**src/rtl/assert_macros.svh**
```systemverilog
// Assertion macros shared by the reversible deque RTL.
// Expects signals clk and rst_n in the scope of each use.
`ifndef ASSERT_MACROS_SVH
`define ASSERT_MACROS_SVH
`ifndef SYNTHESIS
`define RDQ_ASSERT(lbl, prop, msg) \
  lbl: assert property (@(posedge clk) disable iff (!rst_n) prop) else $error(msg);
`define RDQ_ASSERT_RST(lbl, prop, msg) \
  lbl: assert property (@(posedge clk) prop) else $error(msg);
`else
`define RDQ_ASSERT(lbl, prop, msg)
`define RDQ_ASSERT_RST(lbl, prop, msg)
`endif
`endif

```
**src/rtl/rdq_pkg.sv**
```systemverilog
// Package for the reversible deque: sizes, operation and status codes,
// and the access struct passed from pointer control to the ring memory.
package rdq_pkg;

  localparam int DEPTH   = 1024;
  localparam int ADDR_W  = (DEPTH > 1) ? $clog2(DEPTH) : 1;
  localparam int CNT_W   = $clog2(DEPTH + 1);
  localparam int DATA_W  = 32;
  localparam int OP_W    = 3;
  localparam int STAT_W  = 2;

  localparam logic [OP_W-1:0] OP_POP_BACK   = 3'd0;
  localparam logic [OP_W-1:0] OP_POP_FRONT  = 3'd1;
  localparam logic [OP_W-1:0] OP_REVERSE    = 3'd2;
  localparam logic [OP_W-1:0] OP_PUSH_BACK  = 3'd3;
  localparam logic [OP_W-1:0] OP_PUSH_FRONT = 3'd4;

  localparam logic [STAT_W-1:0] ST_DATA  = 2'd0;
  localparam logic [STAT_W-1:0] ST_EMPTY = 2'd1;
  localparam logic [STAT_W-1:0] ST_FULL  = 2'd2;

  typedef logic [ADDR_W-1:0] addr_t;
  typedef logic [CNT_W-1:0]  cnt_t;

  typedef struct packed {
    logic              wr_en;
    logic              rd_en;
    logic              emit;
    addr_t             addr;
    logic [STAT_W-1:0] status;
  } acc_t;

endpackage

```
**src/rtl/rdq_ptrs.sv**
```systemverilog
// End pointers, occupancy and orientation of the deque ring.
// Turns each accepted beat into at most one ring access. Depends on rdq_pkg.
`include "assert_macros.svh"
module rdq_ptrs (
  input  logic                     clk,
  input  logic                     rst_n,
  input  logic                     take,
  input  logic [rdq_pkg::OP_W-1:0] op,
  output rdq_pkg::acc_t            acc
);

  rdq_pkg::addr_t first_r, first_nxt;
  rdq_pkg::addr_t last_r, last_nxt;
  rdq_pkg::cnt_t  occ_r, occ_nxt;
  logic           rev_r, rev_nxt;
  logic           empty, full, rev_eff, at_head;

  function automatic rdq_pkg::addr_t inc(input rdq_pkg::addr_t i);
    return (i == rdq_pkg::ADDR_W'(rdq_pkg::DEPTH - 1)) ? '0 : i + 1'b1;
  endfunction

  function automatic rdq_pkg::addr_t dec(input rdq_pkg::addr_t i);
    return (i == '0) ? rdq_pkg::ADDR_W'(rdq_pkg::DEPTH - 1) : i - 1'b1;
  endfunction

  assign empty = (occ_r == '0);
  assign full  = (occ_r == rdq_pkg::CNT_W'(rdq_pkg::DEPTH));

  always_comb begin
    first_nxt = first_r;
    last_nxt  = last_r;
    occ_nxt   = occ_r;
    rev_nxt   = rev_r;
    rev_eff   = empty ? 1'b0 : rev_r;
    at_head   = 1'b0;
    acc       = '0;
    acc.status = rdq_pkg::ST_DATA;
    if (take) begin
      case (op)
        rdq_pkg::OP_REVERSE: begin
          rev_nxt = ~rev_r;
        end
        rdq_pkg::OP_PUSH_BACK, rdq_pkg::OP_PUSH_FRONT: begin
          if (full) begin
            acc.emit   = 1'b1;
            acc.status = rdq_pkg::ST_FULL;
          end else begin
            at_head   = (op == rdq_pkg::OP_PUSH_FRONT) ^ rev_eff;
            rev_nxt   = rev_eff;
            occ_nxt   = occ_r + 1'b1;
            acc.wr_en = 1'b1;
            if (at_head) begin
              first_nxt = dec(first_r);
              acc.addr  = dec(first_r);
            end else begin
              acc.addr  = last_r;
              last_nxt  = inc(last_r);
            end
          end
        end
        rdq_pkg::OP_POP_BACK, rdq_pkg::OP_POP_FRONT: begin
          acc.emit = 1'b1;
          if (empty) begin
            acc.status = rdq_pkg::ST_EMPTY;
          end else begin
            at_head   = (op == rdq_pkg::OP_POP_FRONT) ^ rev_r;
            occ_nxt   = occ_r - 1'b1;
            acc.rd_en = 1'b1;
            if (occ_r == rdq_pkg::CNT_W'(1)) rev_nxt = 1'b0;
            if (at_head) begin
              acc.addr  = first_r;
              first_nxt = inc(first_r);
            end else begin
              last_nxt  = dec(last_r);
              acc.addr  = dec(last_r);
            end
          end
        end
        default: begin
        end
      endcase
    end
  end

  always_ff @(posedge clk) begin
    if (!rst_n) begin
      first_r <= '0;
      last_r  <= '0;
      occ_r   <= '0;
      rev_r   <= 1'b0;
    end else begin
      first_r <= first_nxt;
      last_r  <= last_nxt;
      occ_r   <= occ_nxt;
      rev_r   <= rev_nxt;
    end
  end

  `RDQ_ASSERT(a_occ_range, occ_r <= rdq_pkg::CNT_W'(rdq_pkg::DEPTH), "occupancy above depth")
  `RDQ_ASSERT(a_ends_meet, (empty || full) |-> (first_r == last_r), "ends disagree with count")
  `RDQ_ASSERT(a_one_access, !(acc.wr_en && acc.rd_en), "read and write in one beat")
  `RDQ_ASSERT_RST(a_reset, !rst_n |=> (occ_r == '0 && !rev_r), "reset left state")

endmodule

```
**config.mk**
```make
export PLATFORM = sky130hd
export DESIGN_NAME = rdq_ptrs
export DESIGN_NICKNAME = d
export VERILOG_FILES = /design/src/rtl/rdq_pkg.sv /design/src/rtl/rdq_ptrs.sv
export VERILOG_INCLUDE_DIRS = /design/src /design/src/rtl
export SDC_FILE = /design/constraint.sdc
export NUM_CORES = 1
export LEC_CHECK = 0
export BUFFER_PORTS_ARGS = -buffer_cell sky130_fd_sc_hd__buf_2
export CORE_MARGIN = 2
export CORE_UTILIZATION = 55
export DETAILED_ROUTE_END_ITERATION = 8
export GPL_TIMING_DRIVEN = 1
export PLACE_DENSITY_LB_ADDON = 0.12
export SLEW_MARGIN = 0
export SYNTH_ARGS = -nofsm -noshare
export SYNTH_HDL_FRONTEND = slang
export SYNTH_SLANG_ARGS = --single-unit
```
**constraint.sdc**
```tcl
create_clock -name clk -period 2.25 [get_ports clk]
set_input_delay 0.225 -clock clk [delete_from_list [all_inputs] [get_ports clk]]
set_output_delay 0.225 -clock clk [all_outputs]
set_load 0.01 [all_outputs]
```
==> impl_metrics.py, run 1 <==
metrics = {
    "outcome": {
        "outcome": "finished with violations",
        "violations": "negative setup slack",
    },
    "die": {
        "die_height_um": 79.6,
        "dieArea_sq_um": 6340,
        "initial_core_util_pct": 57.1,
        "core_area_sq_um": 5510,
        "ios": 21,
        "rows": 27,
        "die_w_um": 79.6,
    },
    "drt": {
        "drt-vias-per-instance": 6.72,
        "drcViolationCount": 0,
        "vias": 4019,
        "route.detailed.wl_per_inst_um": 19.6,
        "dr.pass1.iters": 8,
        "drt_wl_total_um": 11700,
        "final_antenna_net_count": 0,
        "drt_iter0_markers": 498,
    },
    "power": {
        "leakage_nw": 1.85,
        "p_seq_share_pct": 25.4,
        "peakVddDrop_uv": 429,
        "comb_power_share_pct": 51.0,
        "p_int_w": 0.00153,
        "power.density_nw_per_um2": 575,
        "clkPwrFrac_pct": 23.6,
        "switching_share_pct": 39.8,
        "p_sw_w": 0.00101,
    },
    "yosys": {
        "synth_area_per_cell_sq_um": 7.17,
        "ys_ff_latch": 32,
        "synth_area_sq_um": 3150,
        "synth_area_leaders": "dfxtp_1 (20%), nand2_1 (5.5%), nor2_1 (5.0%)",
        "syn-instance-count": 439,
        "synth_edf_count": 0,
        "ys.warnings.count": 0,
        "syn-num-nets": 453,
        "synth.distinct_cells": 70,
        "ys.flop_type": "dfxtp_1",
        "async_reset_ff_share_pct": 0,
        "synth_top_cell_by_area": "dfxtp_1",
        "yosysSeqAreaShare_pct": 20.4,
        "synth_top_area_share_pct": 20.4,
    },
    "final_layout": {
        "nets": 539,
        "final_util_pct": 80.2,
        "final_cell_mix": "buf_4 (85), nand2_1 (44), nor2_1 (40)",
        "n_antenna_cell": 0,
        "synthToLayoutAreaGrowth_pct": 40.4,
        "final_cells": 598,
        "final_common_cell": "buf_4",
        "drive_gt1_share_pct": 36.5,
    },
    "critical_path": {
        "slowest_stage": "or4b_4",
        "crit_path_start_kind": "register",
        "path_max_fanout": 4,
        "max_stage_delay_ps": 480,
        "arrival_ps": 2400,
        "path_class": "reg -> out",
        "endpoint_kind": "output pin",
        "cp_cell_sequence": "inv_2 -> ha_4 -> or4b_4 -> or4_4 -> xor2_1 -> nor2_1 -> a21oi_2 -> o22ai_2 -> buf_2",
        "cp.required_ps": 2030,
    },
    "global_routing": {
        "grt_util_all_layers_pct": 31.4,
        "grt_pass1_wl_um": 15900,
        "overflow": 0,
        "grt_max_degree": 33,
        "grt_pass1_vias": 3328,
        "antenna_found_initial": 0,
    },
    "timing": {
        "tns_ps": -2710,
        "maxSlewViolCount": 0,
        "worst_pin_slew_ps": 634,
        "clock_skew_ps": 13.5,
        "finalSetupViolCount": 11,
        "finalWorstSetupSlack_ps": -370,
        "fin_crit_ps": 2620,
        "fmax_mhz": 382,
        "finalHoldViolations": 0,
        "relSlewSlack_pct": 57.7,
        "fin_crit_sh_pct": 116,
        "rsz0062_at_grt": "yes",
    },
    "clock_network": {
        "cts_made_buffers": 5,
        "cts_buffer_depth": 2,
        "clk-insertion-delay-late_ps": 310,
        "cts_tree": "built",
        "cts-htree-levels": 2,
        "clock-sinks": 32,
        "cts_root_buffer": "clkbuf_8",
        "clk_pin_slew_ps": 80,
        "cts_hold_buffers": 0,
    },
    "placement": {
        "dp_hpwl_um": 6570,
        "gp_congestion": 0.903,
        "dp_slack_ps": -126,
        "place_inst": 550,
        "io_buffers": 20,
    },
    "worst_hold_path": {
        "hp-class": "in -> reg",
    },
    "flow_run": {
        "timing.max_cap.violations": 0,
    },
}
==> power groups by stage <==
stage,logic [W],clock network (W),registers [W]
detailed placement,0.000915,0,0.000651
floorplan,0.000642,0,0.000637
global placement,0.000905,0,0.000650
global route,0.00136,0.000622,0.000649
finish,0.00130,0.000599,0.000646
CTS,0.00100,0.000599,0.000640
==> critical path, delay by kind of cell, from the launching register on <==
kind            cells  cell delay [ps]
flops               1              350
fa+ha+maj           1              120
simple gates        3             1080
xor+xnor            1              170
buf+inv             2              220
compound gates      2              160
==> state kept, by name, summed over array words and instances, names as in the netlist <==
register and flops:
first_r 10, last_r 10, occ_r 11, rev_r 1
==> kinds of logic (layout without fill, tap and decap cells) <==
group,count (synthesis),in the layout,share of synthesized area (%)
AO/OA/AOI/OAI,129,130,27.4
XOR/XNOR,23,26,6.88
adder cells (fa/ha/maj),8,8,3.18
buffers and inverters,53,135,7.52
flip-flops,32,32,20.4
multiplexers,7,7,2.23
AND/OR/NAND/NOR,187,188,32.4
==> area by class of cell <==
cell class	count	area, sq um
clock buffers	5	68.8
clock inverters	3	46.3
fillers	330	1090
inverters	12	45.0
multi-input cells	359	2660
flip-flops and latches	32	646
well taps	72	90.1
repair buffers	115	860
==> metrics by stage <==
| step | area [sq um] | hold WS (ps) | power [W] |
|---|---|---|---|
| finish | 4420 | 355 | 0.00254 |
| global route | 4420 | 363 | 0.00263 |
| CTS | 3930 | 342 | 0.00224 |
| detailed placement | 3620 | 559 | 0.00157 |
| global placement | 3620 | 540 | 0.00155 |
| floorplan | 3160 | 500 | 0.00128 |
==> Yosys cell counts, drive strengths merged (3+ instances only) <==
| library cell | count |
|---|---|
| o22ai | 14 |
| nand3 | 23 |
| mux2i | 7 |
| clkbuf | 24 |
| nor4 | 6 |
| or3 | 4 |
| or4 | 4 |
| or4b | 3 |
| nor3 | 12 |
| nand2 | 46 |
| a221oi | 3 |
| xor2 | 10 |
| nor2b | 6 |
| and2 | 3 |
| nor2 | 44 |
| nor3b | 3 |
| o31ai | 8 |
| buf | 17 |
| xnor2 | 13 |
| o21a | 8 |
| a31oi | 8 |
| inv | 12 |
| o21ai | 33 |
| nor4b | 3 |
| dfxtp | 32 |
| a21oi | 27 |
| and3 | 7 |
| nand4 | 13 |
| nand2b | 4 |
| ha | 8 |
==> path summary, 6_finish.rpt <==
| check | depth (start not counted) | endpoint | start | slack, ps |
|---|---|---|---|---|
| min reg2reg | 2 | last_r[9]$_SDFFE_PN0P_ | last_r[9]$_SDFFE_PN0P_ | 590 |
| min | 2 | first_r[8]$_SDFFE_PN0P_ | rst_n | 350 |
| max | 9 | acc[10] | first_r[1]$_SDFFE_PN0P_ | -370 |
| max reg2reg | 11 | last_r[2]$_SDFFE_PN0P_ | occ_r[9]$_SDFFE_PN0P_ | -40 |
==> per-layer routing <==
layer | GRT usage [%] | vias up | share of wire [%]
li1 | - | 1792 | -
met4 | 8.97 | 0 | 4.1
met5 | 0 | - | 0
met1 | 42.3 | 1890 | 39
met2 | 50.8 | 277 | 46
met3 | 5.88 | 60 | 10
==> repair_timing <==
action                                  in CTS  in global routing
resized for setup                           18                 56
endpoints found under the setup margin      10                 22
gates cloned                                 3                  3
pin swaps                                   11                 21
setup buffers                               11                 24
Power figures use the tool's default switching activity.
==> inputs of run 2 (changes only) <==
--- a/config.mk
+++ b/config.mk
@@ -7,12 +7,15 @@
 export NUM_CORES = 1
 export LEC_CHECK = 0
 export BUFFER_PORTS_ARGS = -buffer_cell sky130_fd_sc_hd__buf_2
+export CORE_ASPECT_RATIO = 0.75
 export CORE_MARGIN = 2
 export CORE_UTILIZATION = 55
 export DETAILED_ROUTE_END_ITERATION = 8
 export GPL_TIMING_DRIVEN = 1
+export HOLD_SLACK_MARGIN = 0.12
 export PLACE_DENSITY_LB_ADDON = 0.12
 export SLEW_MARGIN = 0
 export SYNTH_ARGS = -nofsm -noshare
 export SYNTH_HDL_FRONTEND = slang
 export SYNTH_SLANG_ARGS = --single-unit
+export TNS_END_PERCENT = 5
==> impl_metrics.py, run 2 (synthesis gave the netlist of run 1 again) <==
metrics = {
    "timing": {
        "hold_ws_ps": 390,
        "finalSetupViolCount": 11,
        "relSlewSlack_pct": 36.7,
        "fin_crit_sh_pct": 114,
        "tns_ps": -2210,
        "finalHoldViolations": 0,
        "worst_pin_slew_ps": 949,
        "fin_crit_ps": 2560,
        "fmax_mhz": 391,
        "finalWorstSetupSlack_ps": -309,
        "maxSlewViolCount": 0,
        "rsz0062_at_grt": "yes",
        "clock_skew_ps": 8.89,
    },
    "placement": {
        "dp_hpwl_um": 6630,
        "gp_congestion": 0.933,
        "place_area_sq_um": 3580,
        "io_buffers": 20,
    },
    "clock_network": {
        "cts_made_buffers": 5,
        "cts_tree": "built",
        "cts_root_buffer": "clkbuf_8",
        "clk_pin_slew_ps": 80,
        "cts_buffer_depth": 2,
        "clock-sinks": 32,
        "cts-htree-levels": 2,
        "clk-insertion-delay-late_ps": 300,
    },
    "final_layout": {
        "final_cell_mix": "buf_4 (50), nand2_1 (46), nor2_1 (42)",
        "reg_top3": "occ_r x11, first_r x10, last_r x10",
        "fin_area_sq_um": 3750,
        "drive_gt1_share_pct": 24.8,
        "n_antenna_cell": 0,
        "final_common_cell": "buf_4",
        "nFillCells": 469,
        "synthToLayoutAreaGrowth_pct": 19.3,
        "nets": 492,
        "max_flop_register": "occ_r",
        "largest_register_ffs": 11,
    },
    "power": {
        "power.density_nw_per_um2": 554,
        "peakVddDrop_uv": 396,
        "power.total_w": 0.00208,
        "leakage_nw": 1.57,
    },
    "drt": {
        "dr.pass1.iters": 5,
        "drt_wl_total_um": 9180,
        "drcViolationCount": 0,
        "route.detailed.wl_per_inst_um": 16.6,
        "final_antenna_net_count": 0,
        "vias": 3485,
        "drt-vias-per-instance": 6.29,
        "drt_iter0_markers": 308,
    },
    "global_routing": {
        "overflow": 0,
        "antenna_found_initial": 0,
        "grt-busiest-layer": "met1",
        "grt_use_met2_pct": 42.7,
        "use_met1_pct": 46.2,
        "grtUsageMet3_pct": 5.76,
        "grt_util_all_layers_pct": 29.9,
        "grt_pass1_wl_um": 15500,
        "grt_max_degree": 33,
        "grt_pass1_vias": 3120,
    },
    "critical_path": {
        "path_max_fanout": 3,
        "rr_endpoint": "first_r[7]$_SDFFE_PN0P_",
        "cp.required_ps": 2030,
        "endpoint_kind": "output pin",
        "arrival_ps": 2330,
        "reg2reg_depth": 8,
        "path_class": "reg -> out",
        "timing.rr.start": "first_r[0]$_SDFFE_PN0P_",
        "crit_path_start_kind": "register",
        "r2r_slack_ps": 90,
    },
    "flow_run": {
        "timing.max_cap.violations": 0,
    },
    "die": {
        "rows": 23,
        "initial_core_util_pct": 57.8,
        "die_height_um": 69.5,
        "ios": 21,
        "core_area_sq_um": 5440,
        "dieArea_sq_um": 6350,
        "die_w_um": 91.3,
    },
    "worst_hold_path": {
        "hp-start": "op[0]",
        "hold_depth": 3,
        "hp-class": "in -> reg",
        "hold_path_end": "rev_r$_SDFFE_PN0P_",
    },
    "outcome": {
        "violations": "negative setup slack",
        "outcome": "finished with violations",
    },
}
==> run 2: changes by cell type in the layout (fill, tap and decap cells not counted), moves of 4 or more <==
cell / previous run / this run
a21oi_1: 22 / 27
xnor2_4: 4 / 0
buf_6: 9 / 0
buf_4: 85 / 50
a21oi_2: 5 / 0
==> run 2: critical path, cell delays in order (launching register included) <==
cell,delay [ps]
dfxtp_1,320
inv_1,100
ha_4,140
or4b_4,470
or4_4,450
xor2_2,150
nor2_1,90
a21oi_1,60
o22ai_2,120
buf_2,140
==> run 2: through the flow <==
stage,worst slack (ps),utilization (%),std cells
floorplan,-8.22,-,439
global placement,22.3,65.9,544
detailed placement,-55.0,65.9,544
CTS,-343,68.3,554
global route,-394,69.0,554
finish,-309,69.0,554
==> run 2: what timing repair did <==
item	in CTS	in global routing
hold buffers	0	0
pin swaps	3	1
gates resized for setup	8	7
endpoints found under the setup margin	11	17
buffers inserted	2	0
==> run 2: metal layers <==
layer / part of all wire, % / vias to the layer above
met3: 11 / 10
met5: 0 / -
met4: 0.71 / 0
li1: - / 1684
met2: 42 / 183
met1: 47 / 1608
==> run 2: where the power goes <==
group,total (W),leakage (nW),internal (W),switching [W]
clock network,0.000467,0.0479,0.000216,0.000251
registers,0.000639,0.260,0.000600,0.0000390
logic,0.000973,1.27,0.000435,0.000538
total,0.00208,1.57,0.00125,0.000828
==> run 2: worst max path at each step <==
stage                                 start  depth (start not counted)      end
detailed placement  first_r[1]$_SDFFE_PN0P_                          9  acc[10]
CTS                 first_r[0]$_SDFFE_PN0P_                          9  acc[10]
floorplan             occ_r[1]$_SDFFE_PN0P_                          9   acc[7]
finish              first_r[0]$_SDFFE_PN0P_                          9  acc[10]
global route        first_r[1]$_SDFFE_PN0P_                          9  acc[10]
global placement    first_r[1]$_SDFFE_PN0P_                          9  acc[10]
==> run 2: area by class of cell <==
class / count / area, sq um / share of cell area (%)
Tap cell: 75 / 93.8 / 2.50
Inverter: 12 / 45.0 / 1.20
Sequential cell: 32 / 642 / 17.1
Timing Repair Buffer: 73 / 536 / 14.3
Clock buffer: 5 / 68.8 / 1.83
Clock inverter: 3 / 18.8 / 0.500
Multi-Input combinational cell: 354 / 2350 / 62.6
==> inputs of run 3 (changes only) <==
==> constraint.sdc (replaced) <==
create_clock -name clk -period 2.25 [get_ports clk]
set_input_delay 0.3375 -clock clk [delete_from_list [all_inputs] [get_ports clk]]
set_output_delay 0.3375 -clock clk [all_outputs]
set_load 0.01 [all_outputs]
==> impl_metrics.py, run 3 (synthesis gave the netlist of run 1 again) <==
metrics = {
    "timing": {
        "finalHoldViolations": 0,
        "finalSetupViolCount": 11,
        "rsz0062_at_grt": "yes",
        "fin_crit_sh_pct": 119,
        "finalWorstSetupSlack_ps": -422,
        "maxSlewViolCount": 0,
        "worst_pin_slew_ps": 702,
        "clock_skew_ps": 7.60,
        "relSlewSlack_pct": 53.2,
        "fmax_mhz": 374,
        "tns_ps": -3070,
        "fin_crit_ps": 2670,
    },
    "drt": {
        "wirelength_met1_um": 4670,
        "dr.pass1.iters": 5,
        "drt_wl_total_um": 10400,
        "met3_wirelength_um": 1060,
        "highest_layer": "met4",
        "drt-vias-per-instance": 6.49,
        "drcViolationCount": 0,
        "drt_iter0_markers": 527,
        "vias": 3705,
        "wl_met2_um": 4490,
        "route.detailed.wl_per_inst_um": 18.2,
        "final_antenna_net_count": 0,
    },
    "global_routing": {
        "grt_max_degree": 33,
        "grt_pass1_vias": 3247,
        "grt_pass1_wl_um": 16500,
        "grt_util_all_layers_pct": 32.0,
        "antenna_found_initial": 0,
        "overflow": 0,
    },
    "clock_network": {
        "cts_root_buffer": "clkbuf_8",
        "cts_tree": "built",
        "clock-sinks": 32,
        "cts-htree-levels": 2,
        "cts_made_buffers": 5,
        "clk-insertion-delay-late_ps": 290,
        "clk_pin_slew_ps": 80,
        "cts_buffer_depth": 2,
    },
    "worst_hold_path": {
        "hp-class": "in -> reg",
        "hold_depth": 3,
    },
    "critical_path": {
        "endpoint_kind": "output pin",
        "cp_cell_sequence": "inv_2 -> ha_4 -> or4b_4 -> or4_4 -> xor2_1 -> nor2_1 -> a21oi_2 -> o22ai_2 -> buf_2",
        "reg2reg_depth": 8,
        "path_max_fanout": 3,
        "path_class": "reg -> out",
        "crit_cells": 9,
        "path_buf_inv": 2,
        "crit_path_start_kind": "register",
        "max_stage_delay_ps": 490,
        "cp.required_ps": 1910,
        "crit_family": "simple AND/OR/NAND/NOR gates",
        "r2r_slack_ps": 90,
        "arrival_ps": 2330,
        "slowest_stage": "or4b_4",
    },
    "final_layout": {
        "fin_area_sq_um": 4050,
        "nets": 509,
        "regArea_sq_um": 646,
        "synthToLayoutAreaGrowth_pct": 28.7,
        "drive_gt1_share_pct": 31.7,
        "final_cell_mix": "buf_4 (62), nand2_1 (45), nor2_1 (40)",
        "largest_register_ffs": 11,
        "final_cells": 571,
        "max_flop_register": "occ_r",
        "n_antenna_cell": 0,
        "multi_input_area_sq_um": 2450,
        "final_common_cell": "buf_4",
        "reg_top3": "occ_r x11, first_r x10, last_r x10",
        "nFillCells": 411,
    },
    "power": {
        "power.density_nw_per_um2": 561,
        "leakage_nw": 1.72,
        "peakVddDrop_uv": 283,
    },
    "flow_run": {
        "timing.max_cap.violations": 0,
    },
    "placement": {
        "io_buffers": 20,
        "place_inst": 561,
        "place_area_sq_um": 3790,
        "gp_congestion": 0.923,
        "dp_slack_ps": -143,
        "dp_hpwl_um": 7110,
    },
    "die": {
        "core_area_sq_um": 5440,
        "initial_core_util_pct": 57.8,
        "die_w_um": 91.3,
        "ios": 21,
        "die_height_um": 69.5,
        "rows": 23,
        "dieArea_sq_um": 6350,
    },
    "outcome": {
        "violations": "negative setup slack",
        "outcome": "finished with violations",
    },
}
## run 3: changes by cell type in the layout (fill, tap and decap cells not counted), moves of 3 or more
| cell | previous run | this run |
|---|---|---|
| dfxtp_2 | 1 | 4 |
| o22ai_1 | 11 | 5 |
| buf_12 | 3 | 6 |
| buf_6 | 0 | 3 |
| buf_4 | 50 | 62 |
| o22ai_2 | 3 | 9 |
| a21oi_1 | 27 | 23 |
| dfxtp_1 | 31 | 28 |
| a21oi_2 | 0 | 4 |
## run 3: routing by layer
metal,global-route usage (%),vias up
li1,-,1725
met1,47.3,1739
met2,48.0,218
met3,6.20,23
met4,7.58,0
met5,0,-
## run 3: tightest hold or removal path, cell delays in order
cell and delay (ps):
buf_2 100, buf_4 200, o21a_1 120
## run 3: stage by stage
stage	total power (W)	hold slack (ps)	utilization (%)
3_5_place_dp	0.00166	587	69.7
3_3_place_gp	0.00162	549	69.7
2_1_floorplan	0.00130	501	-
5_1_grt	0.00238	539	74.4
4_1_cts	0.00220	510	73.5
6_report	0.00227	523	74.4
## run 3: layout make-up
cell class                      instances  share of cell area [%]
Sequential cell                        32                    16.0
Inverter                               12                    1.11
Tap cell                               75                    2.32
Clock buffer                            7                    2.13
Multi-Input combinational cell        354                    60.6
Timing Repair Buffer                   90                    17.7
Clock inverter                          1                   0.185
## run 3: power breakdown
part | switching, W | leakage, nW | internal, W
combinational | 0.000617 | 1.41 | 0.000521
clock | 0.000244 | 0.0445 | 0.000249
sequential | 0.0000400 | 0.262 | 0.000601
total | 0.000901 | 1.72 | 0.00137
## run 3: worst paths after layout
| path | from | to |
|---|---|---|
| min reg2reg | first_r[1]$_SDFFE_PN0P_ | first_r[1]$_SDFFE_PN0P_ |
| max reg2reg | occ_r[6]$_SDFFE_PN0P_ | last_r[0]$_SDFFE_PN0P_ |
| max | first_r[0]$_SDFFE_PN0P_ | acc[10] |
| min | rst_n | first_r[8]$_SDFFE_PN0P_ |
## run 3: repair_timing
item,in CTS,in global routing
hold buffers,0,0
setup endpoints to repair,12,19
resized for setup,23,11
pin swaps,9,4
buffers inserted,2,0
